## src/sv/sdh_pkg.sv

```systemverilog
// ---------------------------------------------------------------------------
// SD SPI host package
// Shared types, constants and codes for the SD-card SPI-mode host sequencer.
// ---------------------------------------------------------------------------
package sdh_pkg;

   localparam int SECTOR_BYTES = 512;
   localparam int WAKE_BYTES   = 10;
   localparam int CNT_W        = $clog2(SECTOR_BYTES + 1);

   typedef enum logic [2:0] {
      OP_INIT  = 3'd0,
      OP_READ  = 3'd1,
      OP_WRITE = 3'd2,
      OP_RX    = 3'd3,
      OP_WBYTE = 3'd4,
      OP_TICK  = 3'd5
   } op_type;

   typedef enum logic [1:0] {
      KIND_XCHG  = 2'd0,
      KIND_RDATA = 2'd1,
      KIND_NEEDW = 2'd2,
      KIND_DONE  = 2'd3
   } kind_type;

   typedef enum logic [1:0] {
      ST_OK  = 2'd0,
      ST_ERR = 2'd1,
      ST_TMO = 2'd2
   } status_type;

   typedef enum logic [3:0] {
      PH_IDLE, PH_WAKE, PH_READY, PH_FRAME, PH_POLL, PH_EXTRA, PH_TRAIL,
      PH_TOKEN, PH_RDATA, PH_RCRC, PH_WSTART, PH_WNEED, PH_WDATA, PH_WCRC,
      PH_WRESP, PH_WBUSY
   } phase_type;

   typedef enum logic [3:0] {
      ACT_NONE, ACT_CMD0, ACT_CMD8, ACT_CMD55, ACT_CMD41, ACT_CMD58,
      ACT_OK, ACT_ERR, ACT_TMO
   } act_type;

   localparam logic [1:0] REG_READY_TMO = 2'd0;
   localparam logic [1:0] REG_INIT_TMO  = 2'd1;
   localparam logic [1:0] REG_TOKEN_TMO = 2'd2;
   localparam logic [1:0] REG_POLLS     = 2'd3;

   localparam logic [7:0] BYTE_FF    = 8'hFF;
   localparam logic [7:0] TOKEN_DATA = 8'hFE;

   // Classified input word passed from the front to the back.
   typedef struct packed {
      op_type      op;
      logic [31:0] sector;
      logic [7:0]  data_byte;
   } cmd_type;

   // One result word.
   typedef struct packed {
      kind_type    kind;
      logic [7:0]  tx_byte;
      logic        chip_select_high;
      logic [7:0]  read_byte;
      status_type  status;
      logic        last;
   } rsp_type;

endpackage

```

## src/sv/sdh_if.sv

```systemverilog
// ---------------------------------------------------------------------------
// SD SPI host channels
// Valid/ready channel interfaces for request, response and register writes.
// ---------------------------------------------------------------------------
interface sdh_req_if;
   logic        valid;
   logic        ready;
   logic [2:0]  operation;
   logic [31:0] sector;
   logic [7:0]  data_byte;
   modport source (output valid, operation, sector, data_byte, input ready);
   modport sink   (input valid, operation, sector, data_byte, output ready);
endinterface

interface sdh_rsp_if;
   logic       valid;
   logic       ready;
   logic [1:0] kind;
   logic [7:0] tx_byte;
   logic       chip_select_high;
   logic [7:0] read_byte;
   logic [1:0] status;
   logic       last;
   modport source (output valid, kind, tx_byte, chip_select_high, read_byte,
                   status, last, input ready);
   modport sink   (input valid, kind, tx_byte, chip_select_high, read_byte,
                   status, last, output ready);
endinterface

interface sdh_csr_if;
   logic        valid;
   logic        ready;
   logic [1:0]  index;
   logic [15:0] data;
   modport source (output valid, index, data, input ready);
   modport sink   (input valid, index, data, output ready);
endinterface

```

## src/sv/sdh_front.sv

```systemverilog
// ---------------------------------------------------------------------------
// SD SPI host front end
// Accepts request words and queues them in a two-entry FIFO for the back end.
// ---------------------------------------------------------------------------
module sdh_front
   import sdh_pkg::*;
(
   input  logic    clock,
   input  logic    reset,
   sdh_req_if.sink req,
   output logic    cmd_valid,
   input  logic    cmd_ready,
   output cmd_type cmd
);

   cmd_type    fifo_ff [2];
   logic       wr_ptr_ff, wr_ptr_in;
   logic       rd_ptr_ff, rd_ptr_in;
   logic [1:0] count_ff, count_in;
   logic       push, pop;

   // Operation codes six and seven are dropped here; they never reach the back.
   assign req.ready = (count_ff != 2'd2);
   assign push      = req.valid && req.ready && (req.operation <= 3'(OP_TICK));
   assign pop       = cmd_valid && cmd_ready;
   assign cmd_valid = (count_ff != 2'd0);
   assign cmd       = fifo_ff[rd_ptr_ff];

   always_comb begin
      wr_ptr_in = wr_ptr_ff ^ push;
      rd_ptr_in = rd_ptr_ff ^ pop;
      count_in  = count_ff + {1'b0, push} - {1'b0, pop};
   end

   always_ff @(posedge clock) begin
      if (reset) begin
         wr_ptr_ff <= 1'b0;
         rd_ptr_ff <= 1'b0;
         count_ff  <= 2'd0;
      end else begin
         wr_ptr_ff <= wr_ptr_in;
         rd_ptr_ff <= rd_ptr_in;
         count_ff  <= count_in;
      end
   end

   always_ff @(posedge clock) begin
      if (push) begin
         fifo_ff[wr_ptr_ff] <= '{op: op_type'(req.operation), sector: req.sector,
                                 data_byte: req.data_byte};
      end
   end

   // The queue never holds more than its two entries.
   a_count_max: assert property (@(posedge clock) disable iff (reset)
      count_ff != 2'd3) else $error("front queue overflow");
   // A full queue refuses new words.
   a_full_stall: assert property (@(posedge clock) disable iff (reset)
      count_ff == 2'd2 |-> !req.ready) else $error("full queue took a word");
   // An empty queue shows no word.
   a_empty: assert property (@(posedge clock) disable iff (reset)
      count_ff == 2'd0 |-> !cmd_valid) else $error("empty queue valid");

endmodule

```

## src/sv/sdh_back.sv

```systemverilog
// ---------------------------------------------------------------------------
// SD SPI host back end
// Runs the init, read and write sequences one word at a time and emits up to
// two result words per input word through a small output queue.
// ---------------------------------------------------------------------------
module sdh_back
   import sdh_pkg::*;
(
   input  logic     clock,
   input  logic     reset,
   input  logic     cmd_valid,
   output logic     cmd_ready,
   input  cmd_type  cmd,
   sdh_csr_if.sink  csr,
   sdh_rsp_if.source rsp
);

   // Configuration registers.
   logic [15:0] ready_tmo_ff, init_tmo_ff, token_tmo_ff;
   logic [3:0]  polls_ff;

   // Sequencer state.
   phase_type   phase_ff, phase_in;
   act_type     act_ff, act_in;
   logic [CNT_W-1:0] cnt_ff, cnt_in;
   logic [3:0]  poll_ff, poll_in;
   logic [15:0] elapsed_ff, elapsed_in;
   logic [15:0] loop_ff, loop_in;
   logic [47:0] frame_ff, frame_in;
   logic [7:0]  last_rsp_ff, last_rsp_in;
   logic [7:0]  extra_ff [4];
   logic        extra_we;
   logic [1:0]  extra_idx;

   // Results of the current word.
   rsp_type     res [2];
   logic [1:0]  res_n;

   // Output queue of four entries.
   rsp_type     oq_ff [4];
   logic [1:0]  oq_wr_ff, oq_rd_ff;
   logic [2:0]  oq_cnt_ff, oq_cnt_in;
   logic        take, pop;

   logic [5:0]  cmd_idx;
   logic [3:0]  polls_eff;
   logic [7:0]  rx;

   assign csr.ready = 1'b1;
   assign cmd_ready = (oq_cnt_ff <= 3'd2);
   assign take      = cmd_valid && cmd_ready;
   assign pop       = rsp.valid && rsp.ready;
   assign cmd_idx   = frame_ff[45:40];
   assign polls_eff = (polls_ff == 4'd0) ? 4'd1 : polls_ff;
   assign rx        = cmd.data_byte;

   // Sequencer next-state logic.
   always_comb begin
      logic [7:0] fb;
      phase_in    = phase_ff;
      act_in      = act_ff;
      cnt_in      = cnt_ff;
      poll_in     = poll_ff;
      elapsed_in  = elapsed_ff;
      loop_in     = loop_ff;
      frame_in    = frame_ff;
      last_rsp_in = last_rsp_ff;
      extra_we    = 1'b0;
      extra_idx   = cnt_ff[1:0];
      res_n       = 2'd0;
      res[0]      = '0;
      res[1]      = '0;
      fb          = 8'h00;

      if (take) begin
         case (cmd.op)
            OP_INIT: begin
               if (phase_ff == PH_IDLE) begin
                  phase_in = PH_WAKE;
                  cnt_in   = '0;
                  res_n    = 2'd1;
                  res[0]   = '{KIND_XCHG, BYTE_FF, 1'b1, 8'h00, ST_OK, 1'b0};
               end
            end
            OP_READ, OP_WRITE: begin
               if (phase_ff == PH_IDLE) begin
                  frame_in = (cmd.op == OP_READ) ?
                             {8'h51, cmd.sector, 8'hFF} : {8'h58, cmd.sector, 8'hFF};
                  elapsed_in = '0;
                  phase_in   = PH_READY;
                  res_n      = 2'd1;
                  res[0]     = '{KIND_XCHG, BYTE_FF, 1'b0, 8'h00, ST_OK, 1'b0};
               end
            end
            OP_WBYTE: begin
               if (phase_ff == PH_WNEED) begin
                  phase_in = PH_WDATA;
                  res_n    = 2'd1;
                  res[0]   = '{KIND_XCHG, rx, 1'b0, 8'h00, ST_OK, 1'b0};
               end
            end
            OP_TICK: begin
               if (elapsed_ff != 16'hFFFF) elapsed_in = elapsed_ff + 16'd1;
               if (loop_ff != 16'hFFFF) loop_in = loop_ff + 16'd1;
            end
            OP_RX: begin
               // Each branch sets at most one word in res[0], except read data.
               res_n  = 2'd1;
               res[0] = '{KIND_XCHG, BYTE_FF, 1'b0, 8'h00, ST_OK, 1'b0};
               case (phase_ff)
                  PH_WAKE: begin
                     cnt_in = cnt_ff + 1'b1;
                     if (cnt_in < CNT_W'(WAKE_BYTES)) begin
                        res[0].chip_select_high = 1'b1;
                     end else begin
                        frame_in = {8'h40, 32'h0, 8'h95};
                        elapsed_in = '0;
                        phase_in = PH_READY;
                     end
                  end
                  PH_READY: begin
                     if (rx != 8'h00 || elapsed_ff >= ready_tmo_ff) begin
                        phase_in = PH_FRAME;
                        cnt_in   = '0;
                        res[0].tx_byte = frame_ff[47:40];
                     end
                  end
                  PH_FRAME: begin
                     cnt_in = cnt_ff + 1'b1;
                     case (cnt_in[2:0])
                        3'd1: fb = frame_ff[39:32];
                        3'd2: fb = frame_ff[31:24];
                        3'd3: fb = frame_ff[23:16];
                        3'd4: fb = frame_ff[15:8];
                        3'd5: fb = frame_ff[7:0];
                        default: fb = BYTE_FF;
                     endcase
                     if (cnt_in < CNT_W'(6)) begin
                        res[0].tx_byte = fb;
                     end else begin
                        phase_in = PH_POLL;
                        poll_in  = '0;
                     end
                  end
                  PH_POLL: begin
                     last_rsp_in = rx;
                     poll_in     = poll_ff + 4'd1;
                     if (!rx[7] || poll_in >= polls_eff) begin
                        case (cmd_idx)
                           6'd0: begin
                              act_in = ACT_CMD0; phase_in = PH_TRAIL;
                              res[0].chip_select_high = 1'b1;
                           end
                           6'd8: begin
                              if (rx == 8'h01) begin
                                 phase_in = PH_EXTRA; cnt_in = '0;
                              end else begin
                                 phase_in = PH_IDLE;
                                 res[0] = '{KIND_DONE, 8'h00, 1'b0, 8'h00, ST_ERR, 1'b0};
                              end
                           end
                           6'd55: begin
                              act_in = ACT_CMD55; phase_in = PH_TRAIL;
                              res[0].chip_select_high = 1'b1;
                           end
                           6'd41: begin
                              act_in = ACT_CMD41; phase_in = PH_TRAIL;
                              res[0].chip_select_high = 1'b1;
                           end
                           6'd58: begin
                              phase_in = PH_EXTRA; cnt_in = '0;
                           end
                           6'd17: begin
                              if (rx != 8'h00) begin
                                 act_in = ACT_ERR; phase_in = PH_TRAIL;
                                 res[0].chip_select_high = 1'b1;
                              end else begin
                                 phase_in = PH_TOKEN; elapsed_in = '0;
                              end
                           end
                           default: begin
                              if (rx != 8'h00) begin
                                 act_in = ACT_ERR; phase_in = PH_TRAIL;
                                 res[0].chip_select_high = 1'b1;
                              end else begin
                                 phase_in = PH_WSTART;
                                 res[0].tx_byte = TOKEN_DATA;
                              end
                           end
                        endcase
                     end
                  end
                  PH_EXTRA: begin
                     extra_we = 1'b1;
                     cnt_in   = cnt_ff + 1'b1;
                     if (cnt_in >= CNT_W'(4)) begin
                        act_in = (cmd_idx == 6'd8) ? ACT_CMD8 : ACT_CMD58;
                        phase_in = PH_TRAIL;
                        res[0].chip_select_high = 1'b1;
                     end
                  end
                  PH_TRAIL: begin
                     // Ends the trailer: either launch the next command or finish.
                     res[0] = '{KIND_DONE, 8'h00, 1'b0, 8'h00, ST_ERR, 1'b0};
                     phase_in = PH_IDLE;
                     case (act_ff)
                        ACT_CMD0: begin
                           if (last_rsp_ff == 8'h01) begin
                              frame_in = {8'h48, 32'h000001AA, 8'h87};
                              elapsed_in = '0; phase_in = PH_READY;
                              res[0] = '{KIND_XCHG, BYTE_FF, 1'b0, 8'h00, ST_OK, 1'b0};
                           end
                        end
                        ACT_CMD8: begin
                           if (extra_ff[3] == 8'hAA && extra_ff[2][3:0] == 4'h1) begin
                              loop_in = '0;
                              frame_in = {8'h77, 32'h0, 8'h65};
                              elapsed_in = '0; phase_in = PH_READY;
                              res[0] = '{KIND_XCHG, BYTE_FF, 1'b0, 8'h00, ST_OK, 1'b0};
                           end
                        end
                        ACT_CMD55: begin
                           frame_in = {8'h69, 32'h40000000, 8'h77};
                           elapsed_in = '0; phase_in = PH_READY;
                           res[0] = '{KIND_XCHG, BYTE_FF, 1'b0, 8'h00, ST_OK, 1'b0};
                        end
                        ACT_CMD41: begin
                           if (last_rsp_ff == 8'h00) begin
                              frame_in = {8'h7A, 32'h0, 8'hFD};
                              elapsed_in = '0; phase_in = PH_READY;
                              res[0] = '{KIND_XCHG, BYTE_FF, 1'b0, 8'h00, ST_OK, 1'b0};
                           end else if (loop_ff < init_tmo_ff) begin
                              frame_in = {8'h77, 32'h0, 8'h65};
                              elapsed_in = '0; phase_in = PH_READY;
                              res[0] = '{KIND_XCHG, BYTE_FF, 1'b0, 8'h00, ST_OK, 1'b0};
                           end else begin
                              res[0].status = ST_TMO;
                           end
                        end
                        ACT_CMD58: begin
                           if (last_rsp_ff == 8'h00 && extra_ff[0][6]) res[0].status = ST_OK;
                        end
                        ACT_OK:  res[0].status = ST_OK;
                        ACT_TMO: res[0].status = ST_TMO;
                        default: res[0].status = ST_ERR;
                     endcase
                  end
                  PH_TOKEN: begin
                     if (rx == TOKEN_DATA) begin
                        phase_in = PH_RDATA; cnt_in = '0;
                     end else if (elapsed_ff >= token_tmo_ff) begin
                        act_in = ACT_TMO; phase_in = PH_TRAIL;
                        res[0].chip_select_high = 1'b1;
                     end
                  end
                  PH_RDATA: begin
                     res_n  = 2'd2;
                     res[0] = '{KIND_RDATA, 8'h00, 1'b0, rx, ST_OK, 1'b0};
                     res[1] = '{KIND_XCHG, BYTE_FF, 1'b0, 8'h00, ST_OK, 1'b0};
                     cnt_in = cnt_ff + 1'b1;
                     if (cnt_in >= CNT_W'(SECTOR_BYTES)) begin
                        phase_in = PH_RCRC; cnt_in = '0;
                     end
                  end
                  PH_RCRC: begin
                     cnt_in = cnt_ff + 1'b1;
                     if (cnt_in >= CNT_W'(2)) begin
                        act_in = ACT_OK; phase_in = PH_TRAIL;
                        res[0].chip_select_high = 1'b1;
                     end
                  end
                  PH_WSTART: begin
                     phase_in = PH_WNEED; cnt_in = '0;
                     res[0] = '{KIND_NEEDW, 8'h00, 1'b0, 8'h00, ST_OK, 1'b0};
                  end
                  PH_WDATA: begin
                     cnt_in = cnt_ff + 1'b1;
                     if (cnt_in < CNT_W'(SECTOR_BYTES)) begin
                        phase_in = PH_WNEED;
                        res[0] = '{KIND_NEEDW, 8'h00, 1'b0, 8'h00, ST_OK, 1'b0};
                     end else begin
                        phase_in = PH_WCRC; cnt_in = '0;
                     end
                  end
                  PH_WCRC: begin
                     cnt_in = cnt_ff + 1'b1;
                     if (cnt_in >= CNT_W'(2)) phase_in = PH_WRESP;
                  end
                  PH_WRESP: begin
                     if (rx[4:0] != 5'h05) begin
                        act_in = ACT_ERR; phase_in = PH_TRAIL;
                        res[0].chip_select_high = 1'b1;
                     end else begin
                        phase_in = PH_WBUSY; elapsed_in = '0;
                     end
                  end
                  PH_WBUSY: begin
                     if (rx != 8'h00) begin
                        act_in = ACT_OK; phase_in = PH_TRAIL;
                        res[0].chip_select_high = 1'b1;
                     end else if (elapsed_ff >= ready_tmo_ff) begin
                        phase_in = PH_IDLE;
                        res[0] = '{KIND_DONE, 8'h00, 1'b0, 8'h00, ST_TMO, 1'b0};
                     end
                  end
                  default: res_n = 2'd0;
               endcase
            end
            default: res_n = 2'd0;
         endcase
      end
      if (res_n == 2'd1) res[0].last = 1'b1;
      if (res_n == 2'd2) res[1].last = 1'b1;
   end

   // Sequencer state registers.
   always_ff @(posedge clock) begin
      if (reset) begin
         phase_ff    <= PH_IDLE;
         act_ff      <= ACT_NONE;
         cnt_ff      <= '0;
         poll_ff     <= '0;
         elapsed_ff  <= '0;
         loop_ff     <= '0;
         frame_ff    <= '0;
         last_rsp_ff <= 8'hFF;
      end else begin
         phase_ff    <= phase_in;
         act_ff      <= act_in;
         cnt_ff      <= cnt_in;
         poll_ff     <= poll_in;
         elapsed_ff  <= elapsed_in;
         loop_ff     <= loop_in;
         frame_ff    <= frame_in;
         last_rsp_ff <= last_rsp_in;
      end
   end

   always_ff @(posedge clock) begin
      if (extra_we) extra_ff[extra_idx] <= rx;
   end

   // Configuration registers.
   always_ff @(posedge clock) begin
      if (reset) begin
         ready_tmo_ff <= 16'd500;
         init_tmo_ff  <= 16'd1000;
         token_tmo_ff <= 16'd200;
         polls_ff     <= 4'd8;
      end else if (csr.valid) begin
         case (csr.index)
            REG_READY_TMO: ready_tmo_ff <= csr.data;
            REG_INIT_TMO:  init_tmo_ff  <= csr.data;
            REG_TOKEN_TMO: token_tmo_ff <= csr.data;
            REG_POLLS:     polls_ff     <= csr.data[3:0];
            default:       polls_ff     <= polls_ff;
         endcase
      end
   end

   // Output queue.
   assign oq_cnt_in = oq_cnt_ff + {1'b0, res_n} - {2'b00, pop};

   always_ff @(posedge clock) begin
      if (reset) begin
         oq_wr_ff  <= '0;
         oq_rd_ff  <= '0;
         oq_cnt_ff <= '0;
      end else begin
         oq_wr_ff  <= oq_wr_ff + res_n;
         oq_rd_ff  <= oq_rd_ff + {1'b0, pop};
         oq_cnt_ff <= oq_cnt_in;
      end
   end

   always_ff @(posedge clock) begin
      if (res_n != 2'd0) oq_ff[oq_wr_ff] <= res[0];
      if (res_n == 2'd2) oq_ff[oq_wr_ff + 2'd1] <= res[1];
   end

   assign rsp.valid            = (oq_cnt_ff != 3'd0);
   assign rsp.kind             = oq_ff[oq_rd_ff].kind;
   assign rsp.tx_byte          = oq_ff[oq_rd_ff].tx_byte;
   assign rsp.chip_select_high = oq_ff[oq_rd_ff].chip_select_high;
   assign rsp.read_byte        = oq_ff[oq_rd_ff].read_byte;
   assign rsp.status           = oq_ff[oq_rd_ff].status;
   assign rsp.last             = oq_ff[oq_rd_ff].last;

   // The output queue never exceeds four words.
   a_oq_max: assert property (@(posedge clock) disable iff (reset)
      oq_cnt_ff <= 3'd4) else $error("output queue overflow");
   // A done word always returns the sequencer to idle.
   a_done_idle: assert property (@(posedge clock) disable iff (reset)
      take && res_n != 2'd0 && res[0].kind == KIND_DONE |=> phase_ff == PH_IDLE)
      else $error("done without idle");
   // Two results only come from the read data phase.
   a_two_rdata: assert property (@(posedge clock) disable iff (reset)
      res_n == 2'd2 |-> phase_ff == PH_RDATA) else $error("stray double result");
   // Nothing is produced without an accepted word.
   a_no_invent: assert property (@(posedge clock) disable iff (reset)
      !take |-> res_n == 2'd0) else $error("result without input");

endmodule

```

## src/sv/sd_spi_host_sequencer_top.sv

```systemverilog
// ---------------------------------------------------------------------------
// SD SPI host sequencer top level
// Connects the request front end and the sequencing back end.
// ---------------------------------------------------------------------------
// Path: a result is written into the output queue by the sequencer step that takes
// its word from the front queue; a read data byte brings two words.
// Throughput: one input word per cycle while the output queue has room.
// Reset: synchronous, active high; registers return to their defaults and the
// sequencer to idle.
module sd_spi_host_sequencer_top
   import sdh_pkg::*;
(
   input  logic      clock,
   input  logic      reset,
   sdh_req_if.sink   req,
   sdh_rsp_if.source rsp,
   sdh_csr_if.sink   csr
);

   logic    cmd_valid, cmd_ready;
   cmd_type cmd;

   sdh_front u_front (
      .clock, .reset, .req, .cmd_valid, .cmd_ready, .cmd
   );

   sdh_back u_back (
      .clock, .reset, .cmd_valid, .cmd_ready, .cmd, .csr, .rsp
   );

endmodule

```

## src/flat_wrapper.sv

```systemverilog
// flat-port wrapper written by rule: the top's interface ports become plain ports
module sd_spi_host_sequencer_top_flat import sdh_pkg::*;
  (clock, reset, req_valid, req_operation, req_sector, req_data_byte, req_ready, rsp_valid, rsp_kind, rsp_tx_byte, rsp_chip_select_high, rsp_read_byte, rsp_status, rsp_last, rsp_ready, csr_valid, csr_index, csr_data, csr_ready);
  sdh_req_if req_i ();
  sdh_rsp_if rsp_i ();
  sdh_csr_if csr_i ();
  input  logic clock;
  input  logic reset;
  input wire logic [$bits(req_i.valid)-1:0] req_valid;
  input wire logic [$bits(req_i.operation)-1:0] req_operation;
  input wire logic [$bits(req_i.sector)-1:0] req_sector;
  input wire logic [$bits(req_i.data_byte)-1:0] req_data_byte;
  output wire logic [$bits(req_i.ready)-1:0] req_ready;
  output wire logic [$bits(rsp_i.valid)-1:0] rsp_valid;
  output wire logic [$bits(rsp_i.kind)-1:0] rsp_kind;
  output wire logic [$bits(rsp_i.tx_byte)-1:0] rsp_tx_byte;
  output wire logic [$bits(rsp_i.chip_select_high)-1:0] rsp_chip_select_high;
  output wire logic [$bits(rsp_i.read_byte)-1:0] rsp_read_byte;
  output wire logic [$bits(rsp_i.status)-1:0] rsp_status;
  output wire logic [$bits(rsp_i.last)-1:0] rsp_last;
  input wire logic [$bits(rsp_i.ready)-1:0] rsp_ready;
  input wire logic [$bits(csr_i.valid)-1:0] csr_valid;
  input wire logic [$bits(csr_i.index)-1:0] csr_index;
  input wire logic [$bits(csr_i.data)-1:0] csr_data;
  output wire logic [$bits(csr_i.ready)-1:0] csr_ready;
  assign req_i.valid = req_valid;
  assign req_i.operation = req_operation;
  assign req_i.sector = req_sector;
  assign req_i.data_byte = req_data_byte;
  assign req_ready = req_i.ready;
  assign rsp_valid = rsp_i.valid;
  assign rsp_kind = rsp_i.kind;
  assign rsp_tx_byte = rsp_i.tx_byte;
  assign rsp_chip_select_high = rsp_i.chip_select_high;
  assign rsp_read_byte = rsp_i.read_byte;
  assign rsp_status = rsp_i.status;
  assign rsp_last = rsp_i.last;
  assign rsp_i.ready = rsp_ready;
  assign csr_i.valid = csr_valid;
  assign csr_i.index = csr_index;
  assign csr_i.data = csr_data;
  assign csr_ready = csr_i.ready;
  sd_spi_host_sequencer_top u_core (.clock(clock), .reset(reset), .req(req_i), .rsp(rsp_i), .csr(csr_i));
endmodule
```

## config.mk

```make
export PLATFORM = sky130hd
export DESIGN_NAME = sd_spi_host_sequencer_top_flat
export DESIGN_NICKNAME = d
export VERILOG_FILES = /design/src/sv/sdh_pkg.sv /design/src/sv/sdh_if.sv /design/src/sv/sdh_front.sv /design/src/sv/sdh_back.sv /design/src/sv/sd_spi_host_sequencer_top.sv /design/src/flat_wrapper.sv
export SDC_FILE = /design/constraint.sdc
export NUM_CORES = 1
export LEC_CHECK = 0
export BUFFER_PORTS_ARGS = -buffer_cell sky130_fd_sc_hd__buf_4
export CAP_MARGIN = 20
export CORE_ASPECT_RATIO = 0.75
export CORE_MARGIN = 1
export CORE_UTILIZATION = 48
export CTS_CLUSTER_DIAMETER = 80
export DETAILED_ROUTE_END_ITERATION = 12
export PLACE_DENSITY = 0.71
export SYNTH_ARGS = -nofsm -noshare
export SYNTH_HDL_FRONTEND = slang
export SYNTH_SLANG_ARGS = --single-unit
```

## constraint.sdc

```tcl
create_clock -name clock -period 3.4 [get_ports clock]
set_clock_uncertainty 0.1 [all_clocks]
set_input_delay 1.02 -clock clock [delete_from_list [all_inputs] [get_ports clock]]
set_output_delay 1.02 -clock clock [all_outputs]
set_load 0.01 [all_outputs]
```

==> run metrics, run 1 <==
first-pass GRT wire length 81300 um; critical path depth 9; Hold Startpoint u_core.u_back.oq_ff[1][11]; Startpoint Class flip-flop; crit path cell chain ha_2 > inv_1 > nor3_4 > mux2i_1 > or4_1 > nor2_1 > nor2_1 > a221oi_4 > a211oi_1; vias in the first global route 14300; pwr dens 562 mW/mm^2; 1st-pass router iterations 8; async set-reset flop share out of synthesis 0%; Hold Path Class flip-flop to flip-flop; worst slew pin tran 0.833 ns; Die Wd 227 um; area of the multi-input gates 0.00894 sq mm; Setup Crit Path Kind flip-flop to flip-flop; # rows 61; post-synthesis simple-gate area fraction 18.6%; GPL Wtd Cong 1.04; Final min period 3.23 ns; status finished clean; adder-cell share of the synthesized area 4.85%; fillers 3268; Setup crit end kind flip-flop; Initial Util 48.9%; mux cell area share after synthesis 6.11%; Post-Syn Nets 2023; ANT nets after route 0; I/O pin cnt 91; critical path data required time 3.58 ns; most frequent cells in the layout nand2_1, dfxtp_1, buf_4; Tcrit/Tclk final 95.1%; Vias 15400; distinct cell type count after synthesis 96; DRT Wirelength 53100 um; die area 0.0387 sq mm; CTS tree done; CP max stage cell or4_1; GRT Total Usage 27.3%; GR Overflow Total 0; initial antenna violation count 1; mean post-synth cell area 9.65 sq um; arrival time worst endpoint 3.42 ns; I/O Buffers 89; H-tree levels 2; Max-Cap Viols 0; P&R area growth vs syn 16.3%; fmax 309 MHz; clock root buffer clkbuf_16; clk slew on worst S/H paths 0.06 ns; NumNets Final 2157; sequential-to-total area share from yosys stat 46.6%; R2R Path Start u_core.u_back.cnt_ff[0]; Rel. slew slack 44.5%; R2R depth 9; Post-synth EDFFs 135; Fin. Hold Viols 0; Post-Syn Instances 1887; Final Slew Violations 0; register area 0.00848 sq mm; TNS Setup 0 ns; Clock Latency Late Sink 0.55 ns; Synth Area in Compound Gates 17.9%; CP top delay family simple AND/OR/NAND/NOR gates; Final Setup Violations 0; Buf+Inv Stages, Crit Path 1; Worst path most repeated cell nor2_1; clock buffer depth 3; P_leak 7.89 nW; setup slack at placement 0.168 ns; DR iter-0 viols 1882; Residual DRC 0; Worst path max stage delay 0.77 ns; Yosys reg bits 356; largest net degree at the start of global routing 60; Max VDD drop 0.424 mV; commonest non-fill, non-tap cell in the layout nand2_1; DIE HEIGHT 171 um; average vias per placed instance 6.02; Most used DFF post-synth dfxtp_1; Netlist Area Pre-Place 0.0182 sq mm; ratio of cells with drive above 1 in the final layout 17.5%; drt wl/cell 20.8 um; CP startpoint u_core.u_back.cnt_ff[0]; worst hold stages 2; total number of yosys warnings 0; Num Clock Sinks 356; CTS buffer count 36; final worst slack 0.167 ns; main combinational cell family by area after synthesis simple AND/OR/NAND/NOR gates; core region area 0.0372 sq mm; Post-Synth XOR/XNOR Area 1.44%; Max Fanout on Critical Path 9; post-detail-place hpwl 39600 um; ANT cells 0
[path summary, 6_finish.rpt]
path	endpoint	slack (ns)
hold reg to reg	u_core.u_back.oq_ff[1][11]	0.35
hold / removal	u_core.u_back.oq_ff[1][11]	0.35
setup / recovery	u_core.u_back.oq_ff[0][15]	0.17
setup reg to reg	u_core.u_back.oq_ff[0][15]	0.17
[what timing repair did]
action                     4_1_cts  5_1_grt
hold buffers                     0        0
setup endpoints to repair        0       75
setup buffers                    0        0
hold endpoints to repair         0        0
resized for setup                0        7
[sequential cells by signal (all words and copies together), names as in the netlist, 3 cells and up]
register,flops
u_core.u_back.oq_ff,88
u_core.u_back.ready_tmo_ff,16
u_core.u_back.poll_ff,4
u_core.u_back.oq_cnt_ff,3
u_core.u_back.act_ff,4
u_core.u_back.elapsed_ff,16
u_core.u_back.token_tmo_ff,16
u_core.u_back.phase_ff,4
u_core.u_back.extra_ff,13
u_core.u_back.init_tmo_ff,16
u_core.u_back.last_rsp_ff,8
u_core.u_back.frame_ff,44
u_core.u_back.loop_ff,16
u_core.u_back.polls_ff,4
u_core.u_back.cnt_ff,10
u_core.u_front.fifo_ff,86
[through the flow]
stage	area [sq um]	power [mW]	hold WS, ns	util (%)	cells
2_1_floorplan	18200	6.78	0.320	-	1887
3_3_place_gp	19900	7.80	0.329	53.5	2487
3_5_place_dp	19900	7.85	0.342	53.5	2487
4_1_cts	21200	11.9	0.351	56.8	2553
5_1_grt	21200	12.4	0.369	56.9	2553
6_report	21200	11.9	0.350	56.9	2553
[worst register-to-register path, delay by kind of cell (launching register included)]
family | cells | cell delay (ns)
AO/OA/AOI/OAI | 2 | 0.41
flip-flops | 1 | 0.48
adder cells (fa/ha/maj) | 1 | 0.36
AND/OR/NAND/NOR | 4 | 1.31
multiplexers | 1 | 0.19
buffers and inverters | 1 | 0.13
[synth_stat cells (18+ instances only)]
cell | number | area share (%)
o21ai_0 | 104 | 2.9
buf_2 | 24 | 0.66
nand2b_1 | 18 | 0.62
ha_1 | 69 | 4.7
a211o_1 | 18 | 0.87
nand3_1 | 52 | 1.4
nand2_1 | 233 | 4.8
dfxtp_1 | 221 | 24
mux2i_1 | 49 | 2.7
o2bb2ai_1 | 28 | 1.3
nor2b_1 | 36 | 1.2
edfxtp_1 | 135 | 22
nor2_1 | 156 | 3.2
a211oi_1 | 28 | 1.2
nor3_1 | 28 | 0.77
and2_1 | 19 | 0.65
nand4_1 | 23 | 0.79
inv_1 | 86 | 1.8
a21oi_1 | 123 | 3.4
mux4_2 | 22 | 2.7
clkbuf_1 | 61 | 1.3
[where the power goes]
group / switching [mW] / internal (mW)
combinational: 1.73 / 1.12
clock: 1.74 / 2.35
sequential: 0.233 / 4.74
total: 3.70 / 8.21
[layout make-up]
cell class | count | area share (%)
inverters | 86 | 1.52
well taps | 504 | 2.98
repair buffers | 206 | 7.42
multi-input cells | 1335 | 42.2
clock buffers | 51 | 4.96
clock inverters | 15 | 0.857
flip-flops and latches | 356 | 40.0
[cells by family (layout without fill, tap and decap cells)]
logic type,count (synthesis),count (layout)
AOI/OAI and AO/OA,474,474
xor gates and xnor gates,29,29
adders and majority gates,70,70
buffers and inverters,196,358
DFF,356,356
muxes,82,82
other,1,1
and+or+nand+nor,679,679
[metal layers]
layer / routed length (um) / GRT usage (%)
met5: 76 / 1.42
met4: 1250 / 7.52
met3: 5810 / 8.33
met2: 22100 / 38.5
met1: 23800 / 39.8
(Power assumes the default switching activity.)
==> run 2: changes to the inputs <==
--- a/config.mk
+++ b/config.mk
@@ -7,12 +7,14 @@
 export LEC_CHECK = 0
 export BUFFER_PORTS_ARGS = -buffer_cell sky130_fd_sc_hd__buf_4
 export CAP_MARGIN = 20
+export CELL_PAD_IN_SITES_DETAIL_PLACEMENT = 0
+export CELL_PAD_IN_SITES_GLOBAL_PLACEMENT = 1
 export CORE_ASPECT_RATIO = 0.75
 export CORE_MARGIN = 1
 export CORE_UTILIZATION = 48
 export CTS_CLUSTER_DIAMETER = 80
 export DETAILED_ROUTE_END_ITERATION = 12
-export PLACE_DENSITY = 0.71
+export PLACE_DENSITY = 0.85
 export SYNTH_ARGS = -nofsm -noshare
 export SYNTH_HDL_FRONTEND = slang
 export SYNTH_SLANG_ARGS = --single-unit
==> run 2 against run 1 <==
Effect of this change: fmax shrank 2.8%; register-to-register slack worse by 0.09 ns; die area unchanged; clock power up 1%; sequential cell count is the same; sequential share of layout area is 0.17 points lower; power is 1.2% higher; core utilization increased by 0.25 points; sequential power hardly changed; cell count is 0.51% higher; critical endpoint is now u_core.u_back.loop_ff[13]; largest power group unchanged; highest routed layer unchanged.
==> run metrics, run 2 (synthesis gave the netlist of run 1 again) <==
status finished clean (unchanged); CP top delay family simple AND/OR/NAND/NOR gates (unchanged); Clock Latency Late Sink 0.55 ns (about the same); fmax 301 MHz (was 309 MHz); pwr dens 566 mW/mm^2 (was 562 mW/mm^2); initial antenna violation count 4 (was 1); post-detail-place hpwl 39800 um (was 39600 um); RSZ-0062 raised after global routing false; Setup Crit Path Kind flip-flop to flip-flop (unchanged); Worst path max stage delay 0.55 ns (was 0.77 ns); DR iter-0 viols 1659 (was 1882); Startpoint Class flip-flop (unchanged); clock root buffer clkbuf_16 (unchanged); most frequent cells in the layout nand2_1, dfxtp_1, buf_4 (unchanged); Buf+Inv Stages, Crit Path 2 (was 1); Regs by FF count u_core.u_back.oq_ff (88), u_core.u_front.fifo_ff (86), u_core.u_back.frame_ff (44) (unchanged); max FFs per register 88 (unchanged); setup slack at placement -0.0281 ns (was 0.168 ns); DIE HEIGHT 171 um (unchanged); CTS tree done (unchanged); Hold WS 0.353 ns (was 0.350 ns); Initial Util 48.9% (unchanged); P&R area growth vs syn 16.8% (was 16.3%); largest reg by FF count u_core.u_back.oq_ff (unchanged); average vias per placed instance 5.94 (was 6.02); GRT Total Usage 27.6% (was 27.3%); Hold Path Class flip-flop to flip-flop (unchanged); H-tree levels 2 (unchanged); setup bufs post-CTS 0 (unchanged); worst slew pin tran 0.826 ns (was 0.833 ns); P_leak 7.92 nW (was 7.89 nW); NumNets Final 2167 (was 2157); GPL Wtd Cong 1.02 (was 1.04); largest net degree at the start of global routing 46 (was 60); Worst path most repeated cell buf_4 (was nor2_1); 1st-pass router iterations 9 (was 8); worst reg-to-reg setup slack 0.07 ns (was 0.17 ns); Residual DRC 0 (unchanged); vias in the first global route 14100 (was 14300); critical path data required time 3.72 ns (was 3.58 ns); Max VDD drop 0.487 mV (was 0.424 mV); Setup crit end kind flip-flop (unchanged); commonest non-fill, non-tap cell in the layout nand2_1 (unchanged); GR Overflow Total 0 (unchanged); Max-Cap Viols 0 (unchanged); Die Wd 227 um (unchanged); Num Clock Sinks 356 (unchanged); CTS buffer count 37 (was 36); Final Slew Violations 0 (unchanged); ratio of cells with drive above 1 in the final layout 17.8% (was 17.5%); Rel. slew slack 44.7% (was 44.5%); # rows 61 (unchanged); CP max stage cell nor4_2 (was or4_1); I/O Buffers 89 (unchanged); Tcrit/Tclk final 97.9% (was 95.1%); I/O pin cnt 91 (unchanged); Fin. Hold Viols 0 (unchanged); Max Fanout on Critical Path 20 (was 9); Vias 15200 (was 15400); die area 0.0387 sq mm (unchanged); core region area 0.0372 sq mm (unchanged); crit path cell chain buf_4 > nand4bb_1 > a211o_1 > nor4_2 > buf_4 > nand2b_2 > and3_1 > nand4_1 > xor2_1 > nor2_1 (was ha_2 > inv_1 > nor3_4 > mux2i_1 > or4_1 > nor2_1 > nor2_1 > a221oi_4 > a211oi_1); Final min period 3.33 ns (was 3.23 ns); clk slew on worst S/H paths 0.07 ns (was 0.06 ns); Final Setup Violations 0 (unchanged); clock buffer depth 3 (unchanged); DRT Wirelength 53300 um (was 53100 um); arrival time worst endpoint 3.64 ns (was 3.42 ns); ANT nets after route 0 (unchanged); final worst slack 0.0730 ns (was 0.167 ns); first-pass GRT wire length 81800 um (was 81300 um); drt wl/cell 20.8 um (about the same); fillers 3311 (was 3268)
run 2: final timing paths:
check / to / from / depth (start not counted)
min reg2reg: u_core.u_back.oq_ff[1][11] / u_core.u_back.oq_ff[1][11] / 2
min: u_core.u_back.oq_ff[1][11] / u_core.u_back.oq_ff[1][11] / 2
max: u_core.u_back.loop_ff[13] / u_core.u_front.rd_ptr_ff / 10
max reg2reg: u_core.u_back.loop_ff[13] / u_core.u_front.rd_ptr_ff / 10
run 2: tightest hold or removal path, delay by kind of cell, from the launching register on:
| kind | cells | cell delay (ns) |
|---|---|---|
| flops | 1 | 0.31 |
| compound gates | 1 | 0.05 |
| simple gates | 1 | 0.05 |
run 2: cell type report:
cell class | count | area [sq um] | area share, %
Clock buffer | 50 | 1030 | 4.82
Clock inverter | 17 | 189 | 0.888
Antenna cell | 3 | 7.51 | 0.0353
Sequential cell | 356 | 8480 | 39.9
Multi-Input combinational cell | 1335 | 8950 | 42.1
Inverter | 86 | 323 | 1.52
Tap cell | 504 | 631 | 2.96
Timing Repair Buffer | 215 | 1660 | 7.82
run 2: routing by layer:
metal | share of wire (%) | track usage [%] | vias to the layer above
met1 | 47 | 41.6 | 7276
li1 | - | - | 7205
met5 | 0.036 | 0 | -
met2 | 41 | 38.7 | 660
met3 | 10 | 7.56 | 95
met4 | 1.8 | 6.02 | 2
run 2: through the flow:
step / utilization [%] / area [sq um] / cells / TNS [ns] / total power [mW]
after floorplan: - / 18200 / 1887 / 0 / 6.78
after global placement: 53.7 / 20000 / 2496 / 0 / 7.88
after detailed placement: 53.7 / 20000 / 2496 / -0.0535 / 7.94
after CTS: 57.0 / 21200 / 2563 / 0 / 12.1
after global routing: 57.1 / 21300 / 2563 / 0 / 12.5
final: 57.1 / 21300 / 2566 / 0 / 12.0
run 2: power breakdown:
| part | internal, mW | switching [mW] |
|---|---|---|
| clock | 2.37 | 1.75 |
| combinational | 1.14 | 1.78 |
| sequential | 4.74 | 0.257 |
run 2: repair_timing:
| item | 4_1_cts | 5_1_grt |
|---|---|---|
| resized for setup | 1 | 9 |
| hold buffers | 0 | 0 |
| setup endpoints to repair | 7 | 66 |
==> run 3: changes to the inputs <==
--- a/config.mk
+++ b/config.mk
@@ -14,7 +14,7 @@
 export CORE_UTILIZATION = 48
 export CTS_CLUSTER_DIAMETER = 80
 export DETAILED_ROUTE_END_ITERATION = 12
-export PLACE_DENSITY = 0.85
+export PLACE_DENSITY = 0.87
 export SYNTH_ARGS = -nofsm -noshare
 export SYNTH_HDL_FRONTEND = slang
 export SYNTH_SLANG_ARGS = --single-unit
==> run 3 against run 2 <==
Effect of this change: register-to-register slack improved by 0.07 ns; sequential share of layout area decreased by 0.075 points; worst setup slack better by 0.066 ns; fmax increased by 2.0%; core utilization is 0.11 points higher; die area stayed put; cell count shrank 0.27%; critical path depth shrank 1; power grew 0.20%; clock-buffer cell count increased by 1; non-clock buffer count shrank 5.
==> run metrics, run 3 (synthesis gave the netlist of run 1 again) <==
GPL Wtd Cong 0.987 (was 1.02); Final Util 57.2% (was 57.1%); GRT Total Usage 27.6% (about the same); Max-Cap Viols 0 (unchanged); RSZ-0062 raised after global routing false (unchanged); CP max stage cell dfxtp_1 (was nor4_2); P&R area growth vs syn 17.0% (was 16.8%); 1st-pass router iterations 7 (was 9); Tcrit/Tclk final 95.9% (was 97.9%); status finished clean (unchanged); Num Clock Sinks 356 (unchanged); arrival time worst endpoint 3.60 ns (was 3.64 ns); clk slew on worst S/H paths 0.07 ns (about the same); I/O pin cnt 91 (unchanged); largest reg by FF count u_core.u_back.oq_ff (unchanged); drt wl/cell 20.9 um (was 20.8 um); DR iter-0 viols 1732 (was 1659); post-detail-place hpwl 40200 um (was 39800 um); commonest non-fill, non-tap cell in the layout nand2_1 (unchanged); ANT cells 0 (was 3); DIE HEIGHT 171 um (unchanged); Setup crit end kind flip-flop (unchanged); H-tree levels 2 (unchanged); DRT Wirelength 53600 um (was 53300 um); worst slew pin tran 0.906 ns (was 0.826 ns); most frequent cells in the layout nand2_1, dfxtp_1, buf_4 (unchanged); largest net degree at the start of global routing 44 (was 46); I/O Buffers 89 (unchanged); Initial Util 48.9% (unchanged); Setup Crit Path Kind flip-flop to flip-flop (unchanged); max FFs per register 88 (unchanged); setup bufs post-CTS 0 (unchanged); register area 0.00848 sq mm (unchanged); Final min period 3.26 ns (was 3.33 ns); fmax 307 MHz (was 301 MHz); clock root buffer clkbuf_16 (unchanged); ANT nets after route 0 (unchanged); Final Setup Violations 0 (unchanged); NumNets Final 2163 (was 2167); pwr dens 567 mW/mm^2 (was 566 mW/mm^2); ratio of cells with drive above 1 in the final layout 17.9% (was 17.8%); Worst path max stage delay 0.55 ns (about the same); core region area 0.0372 sq mm (unchanged); Max Fanout on Critical Path 9 (was 20); Vias 15200 (about the same); # rows 61 (unchanged); Tot Pwr 12.1 mW (was 12.0 mW); Rel. slew slack 39.4% (was 44.7%); GR Overflow Total 0 (unchanged); Startpoint Class flip-flop (unchanged); Residual DRC 0 (unchanged); CP startpoint u_core.u_back.cnt_ff[0] (was u_core.u_front.rd_ptr_ff); Fin. Hold Viols 0 (unchanged); Final Slew Violations 0 (unchanged); fillers 3288 (was 3311); R2R Path Start u_core.u_back.cnt_ff[0] (was u_core.u_front.rd_ptr_ff); P_leak 7.96 nW (was 7.92 nW); critical path data required time 3.74 ns (was 3.72 ns); first-pass GRT wire length 82000 um (was 81800 um); Max VDD drop 0.526 mV (was 0.487 mV); Hold Path Class flip-flop to flip-flop (unchanged); area of the multi-input gates 0.00898 sq mm (was 0.00895 sq mm); die area 0.0387 sq mm (unchanged); CTS tree done (unchanged); Clock Latency Late Sink 0.56 ns (was 0.55 ns); crit path cell chain inv_1 > ha_1 > nor2b_1 > o2111ai_1 > nor3_2 > buf_4 > a311o_1 > nor3_4 > mux2_2 (was buf_4 > nand4bb_1 > a211o_1 > nor4_2 > buf_4 > nand2b_2 > and3_1 > nand4_1 > xor2_1 > nor2_1); Die Wd 227 um (unchanged); average vias per placed instance 5.95 (was 5.94); Hold Startpoint u_core.u_back.oq_ff[0][21] (was u_core.u_back.oq_ff[1][11]); CTS buffer count 38 (was 37); clock buffer depth 3 (unchanged); initial antenna violation count 1 (was 4); vias in the first global route 14400 (was 14100); Regs by FF count u_core.u_back.oq_ff (88), u_core.u_front.fifo_ff (86), u_core.u_back.frame_ff (44) (unchanged)
[run 3: cell types whose count changed in the layout (fill, tap and decap cells not counted), moves of 2 or more]
cell / before / now
clkbuf_8: 3 / 7
clkinv_8: 0 / 2
inv_6: 2 / 0
clkinv_2: 5 / 7
clkbuf_1: 9 / 6
buf_4: 211 / 207
nor2_1: 154 / 156
diode_2: 3 / 0
[run 3: what timing repair did]
item | CTS | global route
pin swaps | 0 | 1
hold buffers | 0 | 0
endpoints found under the setup margin | 11 | 45
resized for setup | 3 | 9
[run 3: metal layers]
| layer | up-vias | track usage, % | wire (um) |
|---|---|---|---|
| li1 | 7187 | - | - |
| met1 | 7238 | 42.3 | 25400 |
| met2 | 701 | 37.7 | 21700 |
| met3 | 88 | 7.18 | 5480 |
| met4 | 0 | 7.20 | 1060 |
| met5 | - | 0 | 0 |
[run 3: stage by stage]
stage               hold WS (ns)  cells  TNS, ns  worst slack, ns  area, sq um
floorplan                  0.320   1887        0            0.567        18200
global placement           0.330   2491  -0.0119         -0.00802        20000
detailed placement         0.340   2491  -0.0118         -0.00829        20000
CTS                        0.354   2559        0           0.0294        21300
global route               0.369   2559        0          0.00303        21300
finish                     0.349   2559        0            0.139        21300
[run 3: area by class of cell]
cell class	instances	area share (%)
clock buffer	51	5.02
clock inverter	17	0.998
inverter	86	1.51
multi-input combinational	1335	42.1
sequential	356	39.8
tap	504	2.96
timing repair buffer	210	7.57
[run 3: where the power goes]
group          internal (mW)  switching (mW)  leakage, nW
logic                   1.10            1.74         4.30
registers               4.74           0.251         3.04
clock network           2.46            1.78        0.627
[run 3: worst max-delay path: cells and delay by family, from the launching register on]
family | cells | cell delay, ns
and+or+nand+nor | 3 | 0.56
adders and majority gates | 1 | 0.48
AOI/OAI and AO/OA | 2 | 0.68
DFF | 1 | 0.55
muxes | 1 | 0.38
buffers and inverters | 2 | 0.39
[run 3: path summary, 6_finish.rpt]
| path | to | slack [ns] | depth (start not counted) |
|---|---|---|---|
| max | u_core.u_back.phase_ff[0] | 0.14 | 9 |
| min | u_core.u_back.oq_ff[0][21] | 0.35 | 2 |
| max reg2reg | u_core.u_back.phase_ff[0] | 0.14 | 9 |
| min reg2reg | u_core.u_back.oq_ff[0][21] | 0.35 | 2 |
